[src/design/amfp_pkg.sv]
package amfp_pkg;

	localparam int MaxLine = 64;
	localparam int CntW = $clog2(MaxLine + 1);
	localparam logic [30:0] VMax = 31'h7FFFFFFF;

	typedef enum logic [3:0] {
		ST_OK = 4'd0, ST_NOISE = 4'd1, ST_BAD_TYPE = 4'd2, ST_BAD_BRACE = 4'd3,
		ST_BAD_ATTR = 4'd4, ST_NO_SPACE = 4'd5, ST_BAD_NUM = 4'd6, ST_NO_COMMA = 4'd7,
		ST_CRC = 4'd8, ST_TOO_LONG = 4'd9
	} status_t;

	typedef enum logic [2:0] {
		SUB_LBRACE = 3'd0, SUB_ATTR = 3'd1, SUB_SPACE = 3'd2,
		SUB_SINGLE = 3'd3, SUB_EAST = 3'd4, SUB_NORTH = 3'd5
	} sub_t;

	// byte class made by the front part
	typedef enum logic [1:0] {
		CLS_NOISE = 2'd0, CLS_START = 2'd1, CLS_END = 2'd2, CLS_BODY = 2'd3
	} cls_t;

	typedef struct packed {
		cls_t       cls;
		logic [1:0] kind;
		logic       over;
		logic [7:0] data;
	} cmd_t;

	typedef struct packed {
		logic [3:0]  status;
		logic [1:0]  msg_kind;
		logic [30:0] number_value;
		logic [30:0] speed;
		logic [30:0] angle;
		logic [30:0] bearing;
		logic [30:0] pos_east;
		logic [30:0] pos_north;
		logic [7:0]  crc_value;
	} res_t;

	function automatic logic [7:0] crc_step(input logic [7:0] crc, input logic [7:0] b);
		logic [7:0] c;
		c = crc ^ b;
		for (int k = 0; k < 8; k++) begin
			c = c[7] ? ((c << 1) ^ 8'h07) : (c << 1);
		end
		return c;
	endfunction

	function automatic logic [2:0] group_count(input logic [1:0] kind);
		unique case (kind)
			2'd0: return 3'd2;
			2'd1: return 3'd3;
			default: return 3'd4;
		endcase
	endfunction

	function automatic logic [7:0] attr_letter(input logic [1:0] kind, input logic [1:0] grp);
		logic [7:0] a;
		unique case (grp)
			2'd0: a = (kind == 2'd0 || kind == 2'd2) ? "s" : "n";
			2'd1: a = (kind == 2'd0) ? "a" : "p";
			2'd2: a = "b";
			default: a = "a";
		endcase
		return a;
	endfunction

	function automatic logic [2:0] slot_base(input logic [1:0] kind, input logic [1:0] grp);
		logic [2:0] s;
		unique case (grp)
			2'd0: s = 3'd0;
			2'd1: s = 3'd1;
			2'd2: s = (kind == 2'd0) ? 3'd0 : 3'd3;
			default: s = (kind == 2'd0 || kind == 2'd1) ? 3'd0 : 3'd4;
		endcase
		return s;
	endfunction

endpackage

[src/design/amfp_front.sv]
module amfp_front (
	input  logic                clk,
	input  logic                arst_n,
	input  logic                push,
	input  logic [7:0]          data_byte,
	output logic                full,
	output logic                cmd_valid,
	output amfp_pkg::cmd_t      cmd,
	input  logic                cmd_ready
);

	logic [amfp_pkg::CntW-1:0] count_q;
	logic                      take;
	amfp_pkg::cmd_t            cmd_c;
	logic [amfp_pkg::CntW-1:0] count_inc;

	assign full = !cmd_ready;
	assign take = push && cmd_ready;
	assign count_inc = count_q + 1'b1;
	assign cmd_valid = take;
	assign cmd = cmd_c;

	// classify the byte and track the line length
	always_comb begin
		cmd_c.data = data_byte;
		cmd_c.kind = 2'd0;
		cmd_c.over = 1'b0;
		priority if (data_byte == 8'h09 || data_byte == 8'h00 || data_byte == 8'h0D) begin
			cmd_c.cls = amfp_pkg::CLS_NOISE;
		end else if (data_byte == "D" || data_byte == "G" || data_byte == "S"
				|| data_byte == "X") begin
			cmd_c.cls = amfp_pkg::CLS_START;
			cmd_c.kind = (data_byte == "D") ? 2'd0 : (data_byte == "G") ? 2'd1 :
				(data_byte == "S") ? 2'd2 : 2'd3;
		end else if (data_byte == 8'h0A) begin
			cmd_c.cls = amfp_pkg::CLS_END;
		end else begin
			cmd_c.cls = amfp_pkg::CLS_BODY;
			cmd_c.over = (count_inc >= amfp_pkg::CntW'(amfp_pkg::MaxLine));
		end
	end

	// line length counter
	always_ff @(posedge clk or negedge arst_n) begin
		if (!arst_n) begin
			count_q <= '0;
		end else if (take) begin
			unique case (cmd_c.cls)
				amfp_pkg::CLS_START: count_q <= amfp_pkg::CntW'(1);
				amfp_pkg::CLS_BODY:  count_q <= cmd_c.over ? '0 : count_inc;
				default:             count_q <= '0;
			endcase
		end
	end

endmodule

[src/design/amfp_queue.sv]
module amfp_queue (
	input  logic           clk,
	input  logic           arst_n,
	input  logic           in_valid,
	input  amfp_pkg::cmd_t in_cmd,
	output logic           in_ready,
	output logic           out_valid,
	output amfp_pkg::cmd_t out_cmd,
	input  logic           out_ready
);

	amfp_pkg::cmd_t ent_q [2];
	logic           wr_q;
	logic           rd_q;
	logic [1:0]     cnt_q;
	logic           wr_en;
	logic           rd_en;

	assign in_ready = (cnt_q != 2'd2);
	assign out_valid = (cnt_q != 2'd0);
	assign out_cmd = ent_q[rd_q];
	assign wr_en = in_valid && in_ready;
	assign rd_en = out_valid && out_ready;

	// two entry item queue
	always_ff @(posedge clk or negedge arst_n) begin
		if (!arst_n) begin
			wr_q <= 1'b0;
			rd_q <= 1'b0;
			cnt_q <= 2'd0;
		end else begin
			if (wr_en) wr_q <= !wr_q;
			if (rd_en) rd_q <= !rd_q;
			cnt_q <= cnt_q + {1'b0, wr_en} - {1'b0, rd_en};
		end
	end

	always_ff @(posedge clk) begin
		if (wr_en) ent_q[wr_q] <= in_cmd;
	end

endmodule

[src/design/amfp_back.sv]
module amfp_back (
	input  logic           clk,
	input  logic           arst_n,
	input  logic           cmd_valid,
	input  amfp_pkg::cmd_t cmd,
	output logic           cmd_ready,
	output logic           res_valid,
	output amfp_pkg::res_t res,
	input  logic           res_ready
);

	logic [2:0]     grp_q;
	amfp_pkg::sub_t sub_q;
	logic [1:0]     kind_q;
	logic           active_q;
	logic [7:0]     crc_q;
	logic [30:0]    field_q;
	logic [30:0]    held_q [5];
	logic [3:0]     err_q;
	logic           rv_q;
	amfp_pkg::res_t res_q;

	logic           go;
	logic           emit;
	logic           idle_n;
	amfp_pkg::res_t res_c;
	logic [2:0]     grp_n;
	amfp_pkg::sub_t sub_n;
	logic [3:0]     err_n;
	logic [7:0]     crc_n;
	logic [30:0]    field_n;
	logic           store;
	logic [2:0]     store_slot;
	logic           digit;
	logic [34:0]    acc;
	logic [30:0]    acc_sat;
	logic [7:0]     attr;
	logic [2:0]     slot;
	logic           in_groups;
	logic [3:0]     end_err;

	assign cmd_ready = !rv_q || res_ready;
	assign go = cmd_valid && cmd_ready;
	assign res_valid = rv_q;
	assign res = res_q;

	assign digit = cmd.data >= "0" && cmd.data <= "9";
	assign acc = {4'd0, field_q} * 35'd10 + {31'd0, cmd.data[3:0]};
	assign acc_sat = (acc > {4'd0, amfp_pkg::VMax}) ? amfp_pkg::VMax : acc[30:0];
	assign in_groups = grp_q < amfp_pkg::group_count(kind_q);
	assign attr = amfp_pkg::attr_letter(kind_q, grp_q[1:0]);
	assign slot = amfp_pkg::slot_base(kind_q, grp_q[1:0]);

	// body byte parse step
	always_comb begin
		grp_n = grp_q;
		sub_n = sub_q;
		err_n = err_q;
		crc_n = crc_q;
		field_n = field_q;
		store = 1'b0;
		store_slot = slot;
		if (active_q && err_q == amfp_pkg::ST_OK) begin
			if (!in_groups) begin
				if (digit) field_n = acc_sat;
				else err_n = amfp_pkg::ST_BAD_NUM;
			end else begin
				crc_n = amfp_pkg::crc_step(crc_q, cmd.data);
				unique case (sub_q)
					amfp_pkg::SUB_LBRACE: begin
						if (cmd.data == "{") sub_n = amfp_pkg::SUB_ATTR;
						else err_n = amfp_pkg::ST_BAD_BRACE;
					end
					amfp_pkg::SUB_ATTR: begin
						if (cmd.data == attr) sub_n = amfp_pkg::SUB_SPACE;
						else err_n = amfp_pkg::ST_BAD_ATTR;
					end
					amfp_pkg::SUB_SPACE: begin
						if (cmd.data == " ")
							sub_n = (attr == "p") ? amfp_pkg::SUB_EAST : amfp_pkg::SUB_SINGLE;
						else err_n = amfp_pkg::ST_NO_SPACE;
					end
					amfp_pkg::SUB_EAST: begin
						if (cmd.data == ",") begin
							store = 1'b1;
							field_n = '0;
							sub_n = amfp_pkg::SUB_NORTH;
						end else if (digit) field_n = acc_sat;
						else err_n = amfp_pkg::ST_BAD_NUM;
					end
					default: begin
						if (cmd.data == "}") begin
							store = 1'b1;
							store_slot = (sub_q == amfp_pkg::SUB_NORTH) ? slot + 3'd1 : slot;
							field_n = '0;
							grp_n = grp_q + 3'd1;
							sub_n = amfp_pkg::SUB_LBRACE;
						end else if (digit) field_n = acc_sat;
						else err_n = amfp_pkg::ST_BAD_NUM;
					end
				endcase
			end
		end
	end

	// result for noise, newline and overflow
	always_comb begin
		res_c = '0;
		emit = 1'b0;
		idle_n = 1'b0;
		end_err = err_q;
		if (end_err == amfp_pkg::ST_OK && in_groups) begin
			unique case (sub_q)
				amfp_pkg::SUB_LBRACE: end_err = amfp_pkg::ST_BAD_BRACE;
				amfp_pkg::SUB_ATTR:   end_err = amfp_pkg::ST_BAD_ATTR;
				amfp_pkg::SUB_SPACE:  end_err = amfp_pkg::ST_NO_SPACE;
				default:              end_err = amfp_pkg::ST_BAD_NUM;
			endcase
		end
		if (end_err == amfp_pkg::ST_OK && field_q != {23'd0, crc_q})
			end_err = amfp_pkg::ST_CRC;
		res_c.msg_kind = active_q ? kind_q : 2'd0;
		unique case (cmd.cls)
			amfp_pkg::CLS_NOISE: begin
				emit = 1'b1;
				idle_n = 1'b1;
				res_c.status = amfp_pkg::ST_NOISE;
			end
			amfp_pkg::CLS_END: begin
				emit = 1'b1;
				idle_n = 1'b1;
				if (!active_q) begin
					res_c.status = amfp_pkg::ST_BAD_TYPE;
				end else begin
					res_c.status = end_err;
					if (end_err == amfp_pkg::ST_CRC) res_c.crc_value = crc_q;
					if (end_err == amfp_pkg::ST_OK) begin
						res_c.crc_value = crc_q;
						if (kind_q == 2'd0) begin
							res_c.speed = held_q[0];
							res_c.angle = held_q[1];
						end else begin
							if (kind_q == 2'd2) res_c.speed = held_q[0];
							else res_c.number_value = held_q[0];
							res_c.pos_east = held_q[1];
							res_c.pos_north = held_q[2];
							res_c.bearing = held_q[3];
							if (kind_q != 2'd1) res_c.angle = held_q[4];
						end
					end
				end
			end
			amfp_pkg::CLS_BODY: begin
				if (cmd.over) begin
					emit = 1'b1;
					idle_n = 1'b1;
					res_c.status = amfp_pkg::ST_TOO_LONG;
				end
			end
			default: ;
		endcase
	end

	// frame state
	always_ff @(posedge clk or negedge arst_n) begin
		if (!arst_n) begin
			grp_q <= '0;
			sub_q <= amfp_pkg::SUB_LBRACE;
			kind_q <= '0;
			active_q <= 1'b0;
			crc_q <= '0;
			field_q <= '0;
			err_q <= '0;
			rv_q <= 1'b0;
			res_q <= '0;
			for (int i = 0; i < 5; i++) held_q[i] <= '0;
		end else begin
			// output register: a new result wins over the pop of the old one
			if (go && emit) rv_q <= 1'b1;
			else if (res_ready) rv_q <= 1'b0;
			if (go) begin
				if (emit) res_q <= res_c;
				if (idle_n || cmd.cls == amfp_pkg::CLS_START) begin
					grp_q <= '0;
					sub_q <= amfp_pkg::SUB_LBRACE;
					field_q <= '0;
					err_q <= '0;
					for (int i = 0; i < 5; i++) held_q[i] <= '0;
					active_q <= (cmd.cls == amfp_pkg::CLS_START);
					kind_q <= (cmd.cls == amfp_pkg::CLS_START) ? cmd.kind : 2'd0;
					crc_q <= (cmd.cls == amfp_pkg::CLS_START) ?
						amfp_pkg::crc_step(8'd0, cmd.data) : 8'd0;
				end else begin
					grp_q <= grp_n;
					sub_q <= sub_n;
					err_q <= err_n;
					crc_q <= crc_n;
					field_q <= field_n;
					if (store && store_slot < 3'd5) held_q[store_slot] <= field_q;
				end
			end
		end
	end

endmodule

[src/design/ascii_message_frame_parser.sv]
// ascii_message_frame_parser: checks ASCII frames one byte per item.
// Input channel: push/full with data_byte; an item is taken when push is
// high and full is low. Results: empty/pop; the oldest result sits on the
// result ports while empty is low and leaves when pop is high.
// Each byte gives zero or one result; a newline, noise or overflow byte
// passes the queue, and its result is registered in the output register.
// Throughput is one byte per cycle while full is low: the front classifier
// counts line length, a two-entry queue feeds the back parser, which does
// one CRC step and one multiply by ten per byte and holds its result in one
// output register. When the receiver stalls, the output register holds, the
// queue fills and full rises; no item is lost. Reset clears all frame state
// and leaves the block idle with no frame open and both channels empty.
module ascii_message_frame_parser (
	input  logic        clk,
	input  logic        arst_n,
	input  logic        push,
	input  logic [7:0]  data_byte,
	output logic        full,
	output logic        empty,
	input  logic        pop,
	output logic [3:0]  status,
	output logic [1:0]  msg_kind,
	output logic [30:0] number_value,
	output logic [30:0] speed,
	output logic [30:0] angle,
	output logic [30:0] bearing,
	output logic [30:0] pos_east,
	output logic [30:0] pos_north,
	output logic [7:0]  crc_value
);

	logic           f_valid;
	amfp_pkg::cmd_t f_cmd;
	logic           f_ready;
	logic           b_valid;
	amfp_pkg::cmd_t b_cmd;
	logic           b_ready;
	logic           r_valid;
	amfp_pkg::res_t r;

	amfp_front u_front (
		.clk(clk), .arst_n(arst_n), .push(push), .data_byte(data_byte), .full(full),
		.cmd_valid(f_valid), .cmd(f_cmd), .cmd_ready(f_ready)
	);

	amfp_queue u_queue (
		.clk(clk), .arst_n(arst_n), .in_valid(f_valid), .in_cmd(f_cmd),
		.in_ready(f_ready), .out_valid(b_valid), .out_cmd(b_cmd), .out_ready(b_ready)
	);

	amfp_back u_back (
		.clk(clk), .arst_n(arst_n), .cmd_valid(b_valid), .cmd(b_cmd),
		.cmd_ready(b_ready), .res_valid(r_valid), .res(r), .res_ready(pop)
	);

	// result ports
	assign empty = !r_valid;
	assign status = r.status;
	assign msg_kind = r.msg_kind;
	assign number_value = r.number_value;
	assign speed = r.speed;
	assign angle = r.angle;
	assign bearing = r.bearing;
	assign pos_east = r.pos_east;
	assign pos_north = r.pos_north;
	assign crc_value = r.crc_value;

endmodule

[config.mk]
export PLATFORM = sky130hd
export DESIGN_NAME = ascii_message_frame_parser
export DESIGN_NICKNAME = d
export VERILOG_FILES = /design/src/design/amfp_pkg.sv /design/src/design/amfp_front.sv /design/src/design/amfp_queue.sv /design/src/design/amfp_back.sv /design/src/design/ascii_message_frame_parser.sv
export SDC_FILE = /design/constraint.sdc
export NUM_CORES = 1
export LEC_CHECK = 0
export ABC_AREA = 1
export BUFFER_PORTS_ARGS = -buffer_cell sky130_fd_sc_hd__buf_2
export CAP_MARGIN = 20
export CORE_ASPECT_RATIO = 1.2
export CORE_UTILIZATION = 35
export CTS_CLUSTER_DIAMETER = 100
export DETAILED_ROUTE_END_ITERATION = 6
export PLACE_DENSITY_LB_ADDON = 0.25
export SETUP_SLACK_MARGIN = 0.5
export SYNTH_ARGS = -nofsm -noshare
export SYNTH_HDL_FRONTEND = slang
export SYNTH_SLANG_ARGS = --single-unit
[constraint.sdc]
create_clock -name clk -period 8.3 [get_ports clk]
set_clock_uncertainty 0.1 [all_clocks]
set_input_delay 1.66 -clock clk [delete_from_list [all_inputs] [get_ports clk]]
set_output_delay 1.66 -clock clk [all_outputs]
set_load 0.01 [all_outputs]
## After elaboration in Yosys (flattened, before gate mapping)

Memory sizes are Yosys's and may differ from the RTL's.
Index checks and enable logic that the tools add are counted.

- Register bits: 419
- Memory bits (writable): 26
- Bits of input ports: 12
- Output and inout bits: 202
- Word-level logic and storage cells: 261
- Memories kept: 1

Memories:

| name | depth | width | rd ports | clocked after memory_dff | wr ports | line | source |
|---|---|---|---|---|---|---|---|
| u_queue.ent_q | 2 | 13 | 1 | 0 | 1 | amfp_queue.sv:12 | `amfp_pkg::cmd_t ent_q [2];` |

- Add/sub/neg operators: 6
- Multiply operators: 1
- $lt $le $gt $ge: 8
- Eq/ne operators: 41
- Mux-type cells: 111
- Bitwise gates (word level): 18
- Reduce and logical (&&, ||, !) cells: 49

Operators by type and width:

| kind | number |
|---|---|
| 194-bit two-way mux | 3 |
| 31-bit two-way mux | 12 |
| 155-bit two-way mux | 2 |
| 155-bit bitwise mux | 1 |
| 3-bit two-way mux | 37 |
| 31-bit demux with 3-bit select | 1 |
| 93-bit two-way mux | 1 |
| 62-bit two-way mux | 1 |
| 31-bit case mux with 2 select lines | 1 |
| 8-bit by 7-bit == test with 1-bit output (second input constant) | 7 |
| 4-bit two-way mux | 13 |
| 3-bit inverter | 16 |
| 8-bit two-way mux | 5 |
| 35-bit by 4-bit adder with 35-bit output | 1 |
| 35-bit by 31-bit > comparator with 1-bit output (second input constant) | 1 |
| 31-bit by 3-bit multiplier with 34-bit output (second input constant) | 1 |
| 31-bit by 8-bit inequality test with 1-bit output | 1 |
| 8-bit by 4-bit == test with 1-bit output (second input constant) | 3 |
| 8-bit case mux with 3 select lines | 1 |
| 3-bit case mux with 3 select lines | 2 |
| 8-bit by 6-bit == test with 1-bit output (second input constant) | 2 |
| 2-bit two-way mux | 8 |
| 4-bit inequality test (second input constant) | 4 |
| 4-bit case mux with 4 select lines | 1 |
| 50 further kinds | 109 |

## Depth between registers and ports, before layout

An unclocked memory read counts as a cell.

- Word-level depth: 21
- Depth in mapped cells: 28
- Gate-level depth less buffers: 25

## Hierarchy

A second synthesis with hierarchy kept.

- Cell total of the unflattened synthesis: 3086
- Area total of the unflattened synthesis: 23941.7 um^2

By module, submodules not included:

| module | times used | cells an instance | area an instance (um^2) | seq. area each (um^2) |
|---|---|---|---|---|
| amfp_back | 1 | 2887 | 22099.9 | 10209.8 |
| amfp_queue | 1 | 99 | 1168.6 | 880.8 |
| amfp_front | 1 | 99 | 669.4 | 175.2 |
| ascii_message_frame_parser | 1 | 1 | 3.8 | 0.0 |

## Worst setup path after synthesis

Ideal clock, no wire load.

- Path kind: register -> register
- From: register u_queue.rd_q
- To: register u_back.field_q[19]
- Setup time: 117 ps
- Arrival time: 3324 ps
- Required time: 8083 ps
- Setup slack: 4760 ps
- Stages on the path, launching flop included: 28
- Path buffers: 3
- Clock period less this slack: 3540 ps
- Cell sequence: dfrtp_1 > buf_4 > inv_2 > buf_2 > or2_2 > o21ai_1 > inv_1 > ha_1 > nand2_1 > nand2_1 > nand2_1 > nor2_1 > nand3_1 > nor2_1 > nand3_2 > nor2_2 > nand3_2 > nor2_2 > nand2_1 > nor2_1 > nand3_1 > nand2_1 > nand2_1 > nor2_4 > buf_6 > nand2_1 > nand2_1 > nand2_1

- Cells in the longest elaborated chain, start to end: 10
- Elaborated cells on any way between the ends: 27
- Those cells by class: 1 x add/sub; 3 x order compare; 6 x eq/ne; 10 x mux; 6 x reduce/logical; 1 x memory

Ends and longest elaborated chain:

| item | line | source |
|---|---|---|
| from (decl) | amfp_queue.sv:14 | `logic rd_q;` |
| from (signal assigned) | amfp_queue.sv:33 | `if (rd_en) rd_q <= !rd_q;` |
| memory 2 x 13 bit (*) | -- |  |
| 35-bit by 4-bit adder with 35-bit output | amfp_back.sv:48 | `assign acc = {4'd0, field_q} * 35'd10 + {31'd0, cmd.data[3:0]};` |
| 35-bit by 31-bit > comparator with 1-bit output | amfp_back.sv:49 | `assign acc_sat = (acc > {4'd0, amfp_pkg::VMax}) ? amfp_pkg::VMax : acc[30:0];` |
| 31-bit two-way mux | amfp_back.sv:49 |  |
| 31-bit two-way mux | amfp_back.sv:65, amfp_back.sv:88, amfp_back.sv:98 |  |
| 31-bit two-way mux, on equally long branches | amfp_back.sv:92, amfp_back.sv:84 |  |
| 31-bit case mux with 2 select lines | amfp_back.sv:69 | `unique case (sub_q)` |
| 31-bit two-way mux | amfp_back.sv:64 | `if (!in_groups) begin` |
| 31-bit two-way mux | amfp_back.sv:63 | `if (active_q && err_q == amfp_pkg::ST_OK) begin` |
| 31-bit two-way mux | amfp_back.sv:183 | `if (idle_n \|\| cmd.cls == amfp_pkg::CLS_START) begin` |
| to (signal assigned) | amfp_back.sv:198 | `field_q <= field_n;` |
| to (decl) | amfp_back.sv:17 | `logic [30:0] field_q;` |

Mark *: on every way between the ends. The rest lies on a longest branch, timed or not. The select of a mux whose other input is x is not followed.
A chain may end at the register's enable or synchronous reset.

## Final worst setup path

- From: register u_queue.rd_q
- To: register u_back.field_q[9]

The elaborated chain is that of the path after synthesis.

==> run summary <==
The total routing usage reported by global routing is 19.65%. The largest voltage drop on the vdd net came out at 0.2332 mV. The most used flip-flop cell after synthesis is sky130_fd_sc_hd__dfrtp_1. The count of boundary I/O pins is 214. The final hold violation count is 0.

The leading area contributor after synthesis is sky130_fd_sc_hd__dfrtp_1. The worst register-to-register path ends at u_back.field_q[9]$_DFFE_PN0P_. The ratio of final minimum period to clock period came out at 56.04%. The worst register-to-register path begins at u_queue.rd_q$_DFFE_PN0P_. The worst reg2reg path depth is 24. The share of synthesized flip-flops with an asynchronous set or reset is 94.16%. The path class of the tightest hold or removal check is reg -> reg.

The total placed instance area came out at 24880 sq um. The clock tree synthesis step divided the H-tree into 2 levels. The clock network latency to the later pin of the worst-skew pair is 560 ps.

The detailed placement HPWL came out at 47760 microns. In the synthesized netlist, the number of instances is 2914. The total DRC errors in the routed layout is 0.

Post-CTS repair changed the size of 0 cells. The net switching power came out at 2.554 mW. The most instantiated library cell after synthesis is sky130_fd_sc_hd__nand2_1.

The actual slew at the worst max-slew pin came out at 1014 ps. The floorplan has 102 rows. Detailed routing inserted a total of 19490 vias. The final wirelength is 65800 microns. The horizontal extent of the die came out at 236.0 microns. The tree is rooted in a sky130_fd_sc_hd__clkbuf_16. The number of buffers added to fix hold violations after cts is 0.

Counting instances in the post-synthesis netlist gives the leading cell types as sky130_fd_sc_hd__nand2_1 (869), sky130_fd_sc_hd__dfrtp_1 (419), sky130_fd_sc_hd__o21ai_0 (370), sky130_fd_sc_hd__inv_1 (350), sky130_fd_sc_hd__nor2_1 (175). The number of warnings printed during yosys synthesis came out at 0. Routability-driven placement finished with a final weighted congestion of 0.8766. No sink is reached through more buffers than the 3 on the longest clock path. The kind of launch point of the worst setup path is a flop. The die covers 66760 sq um. The combinational share of power is 33.2%. Setup repair after global routing left no endpoint under its margin. The total overflow reported by the global router is 0.

The post-placement cell count came out at 3868. The switching power as a share of total power is 38.62%. The post-synthesis sequential element count came out at 445. The total of buffers placed on input and output ports came out at 213. The standard cell core area came out at 64700 sq um.

The arrival time at the worst endpoint came out at 4980 ps. The violation count after the first detailed-route iteration came out at 1403. The number of antenna diodes in the final layout is 0. In this run the post-CTS setup repair buffer count came out at 0. The part of the power in the clock network came out at 30.6%.

For the final routed database, the setup TNS stands at 0 ps. The highest achievable clock rate is 215.0 MHz. The max-slew violation total from the final report is 0. The synthesized cell area is 23010 sq um. When the netlist entered floorplanning its net count stood at 3007. The ratio of total power to cell area is 249.9 nW/um^2.

The number of nets in the final layout came out at 3181. The first-pass iteration count of the detailed router came out at 5. The initial utilization of the core area, before any placement, comes to 35.56%. The number of max-capacitance violations reported is 0.

The number of enable flip-flop cells after synthesis came out at 26. The largest net degree at the start of global routing is 164. The critical path ends at u_back.field_q[9]$_DFFE_PN0P_.

Summing all non-filler instances in the final layout gives an area of 26470 sq um. The worst slew margin relative to its limit came out at 32.31%. The run finished with clean final reports. The type of the worst setup path is reg -> reg. Relative to the synthesized area, the layout overhead comes to 15.05%. In this run the biggest area consumer among cell types represents 45.58% of the synthesized area.

Of the cells placed in the final design, the portion with a size suffix greater than 1 is 12.52%. The slack of the worst reg-to-reg path came out at 3650 ps. The clock slew seen by the registers of the worst setup and hold paths came out at 60 ps.

The sink count of the clock tree came out at 445. The end-of-flow core utilization came out at 40.91%. Internal power comes to 4.059 mW. Once layout is complete, the cells apart from fillers number 3956.

The number of global-route vias before repair was 18910. The global-route wire length before repair came out at 105200 microns. In this run the static leakage power is 12.88 nW.

Using the TritonRoute via totals, the vias-per-cell ratio works out to 4.927. The critical path data required time came out at 8630 ps. The TritonCTS clock tree is built.

The minimum period implied by the final worst setup slack came out at 4651 ps. The mean instance size in the synthesized netlist came out at 7.895 sq um. The number of CTS-inserted buffers came out at 45. Along the worst path, the maximum fanout reaches 31. The initial antenna violation count is 0. The count of nets left with antenna violations once routing finished came out at 0. The distinct cell type count after synthesis came out at 50.

In the final routed layout, each cell accounts on average for 16.63 microns. By area the synthesized netlist is led by sky130_fd_sc_hd__dfrtp_1 (46%), sky130_fd_sc_hd__nand2_1 (14%), sky130_fd_sc_hd__o21ai_0 (8.0%). Tracing the worst setup path back leads to its startpoint at u_queue.rd_q$_DFFE_PN0P_.

The sequential area share after synthesis came out at 48.97%. The worst setup path is captured at a flop. The die is 282.9 microns tall. The fraction of power consumed by sequential logic came out at 36.2%. Setup violations remaining at the end of the flow were counted as 0.
==> cell usage in the layout, fill, tap and decap left out, types with 26 or more instances in the layout <==
master	Yosys	final
sky130_fd_sc_hd__nand4_1	26	26
sky130_fd_sc_hd__nand3_1	169	168
sky130_fd_sc_hd__xor2_1	37	37
sky130_fd_sc_hd__buf_2	16	212
sky130_fd_sc_hd__dfrtp_1	419	419
sky130_fd_sc_hd__nor2_1	175	175
sky130_fd_sc_hd__a21oi_1	77	76
sky130_fd_sc_hd__o21ai_0	370	370
sky130_fd_sc_hd__clkbuf_16	0	47
sky130_fd_sc_hd__edfxtp_1	26	26
sky130_fd_sc_hd__ha_1	79	79
sky130_fd_sc_hd__nand2_1	869	869
sky130_fd_sc_hd__a22oi_1	32	32
sky130_fd_sc_hd__inv_1	350	349
==> power groups by stage <==
stage	clock network (mW)	registers, mW	logic [mW]
floorplan	0	2.41	1.55
global placement	0	2.43	2.09
detailed placement	0	2.43	2.15
CTS	2.08	2.39	2.16
global route	2.16	2.40	2.43
finish	2.02	2.39	2.20
==> worst min path at each step <==
stage,from,end,slack [ps],depth (start not counted)
after floorplan,u_back.held_q[124]$_DFFE_PN0P_,u_back.held_q[124]$_DFFE_PN0P_,350,2
after global placement,u_back.res[53]$_DFFE_PN0P_,u_back.res[53]$_DFFE_PN0P_,360,2
after detailed placement,u_back.res[168]$_DFFE_PN0P_,u_back.res[168]$_DFFE_PN0P_,370,2
after CTS,u_back.res[168]$_DFFE_PN0P_,u_back.res[168]$_DFFE_PN0P_,380,2
after global routing,u_back.held_q[47]$_DFFE_PN0P_,u_back.held_q[47]$_DFFE_PN0P_,400,2
final,u_back.res[190]$_DFFE_PN0P_,u_back.res[190]$_DFFE_PN0P_,370,2
==> kinds of logic after synthesis <==
group | after synthesis | synth area share (%)
DFF | 445 | 48.97
xor gates and xnor gates | 48 | 1.893
muxes | 1 | 0.04351
buffers and inverters | 475 | 8.093
AOI/OAI and AO/OA | 530 | 12.22
adders and majority gates | 81 | 4.471
and+or+nand+nor | 1334 | 24.31
==> metal layers <==
layer  global-route usage, %  part of all wire, %  up-vias
met2                   33.17                   47      411
li1                        -                    -     9700
met3                   1.508                  3.1      108
met1                   26.77                   47     9272
met4                   6.368                  2.9        0
met5                       0                    0        -
==> flip-flops by register name, indices dropped and copies added, names as in the netlist <==
signal and flops:
u_back.res 200, u_back.held_q 155, u_back.field_q 31, u_queue.ent_q 26
u_back.crc_q 8, u_front.count_q 7, u_back.err_q 4, u_back.grp_q 3
u_back.sub_q 3, u_back.kind_q 2, u_queue.cnt_q 2, u_back.active_q 1
u_back.res_valid 1, u_queue.rd_q 1, u_queue.wr_q 1
==> through the flow <==
step                      setup slack (ps)  hold WS [ps]  power, mW
after floorplan                       4760         353.0      3.951
after global placement                3345         360.1      4.527
after detailed placement              3177         368.2      4.580
after CTS                             3176         383.3      6.626
after global routing                  2989         403.9      7.001
final                                 3649         373.6      6.613
==> area by class of cell <==
class,instances,area [sq um]
Clock buffer,71,1396
Clock inverter,12,85.08
Fill cell,6644,38240
Inverter,363,1368
Multi-Input combinational cell,1994,9908
Sequential cell,445,11270
Tap cell,832,1041
Timing Repair Buffer,239,1404
==> worst max-delay path: stages, from the launching register on <==
cell and delay [ps]:
sky130_fd_sc_hd__dfrtp_1 620, sky130_fd_sc_hd__inv_2 180, sky130_fd_sc_hd__or2_2 310, sky130_fd_sc_hd__o21ai_1 260, sky130_fd_sc_hd__inv_1 240, sky130_fd_sc_hd__ha_1 340
sky130_fd_sc_hd__nand3_1 70, sky130_fd_sc_hd__nand3_1 110, sky130_fd_sc_hd__nand2_1 110, sky130_fd_sc_hd__nor2_1 130, sky130_fd_sc_hd__nand2_1 80, sky130_fd_sc_hd__nor2_2 140
sky130_fd_sc_hd__nand2_2 100, sky130_fd_sc_hd__nor2_4 110, sky130_fd_sc_hd__nand2_1 90, sky130_fd_sc_hd__nor2_4 140, sky130_fd_sc_hd__nand2_2 90, sky130_fd_sc_hd__nor2_4 140
sky130_fd_sc_hd__nand3b_1 100, sky130_fd_sc_hd__nand2_1 70, sky130_fd_sc_hd__nand2_1 80, sky130_fd_sc_hd__nor2_4 620, sky130_fd_sc_hd__nand2_1 130, sky130_fd_sc_hd__nand2_1 90
sky130_fd_sc_hd__nand2_1 50
Note: power is estimated with default switching activity, not from simulation.
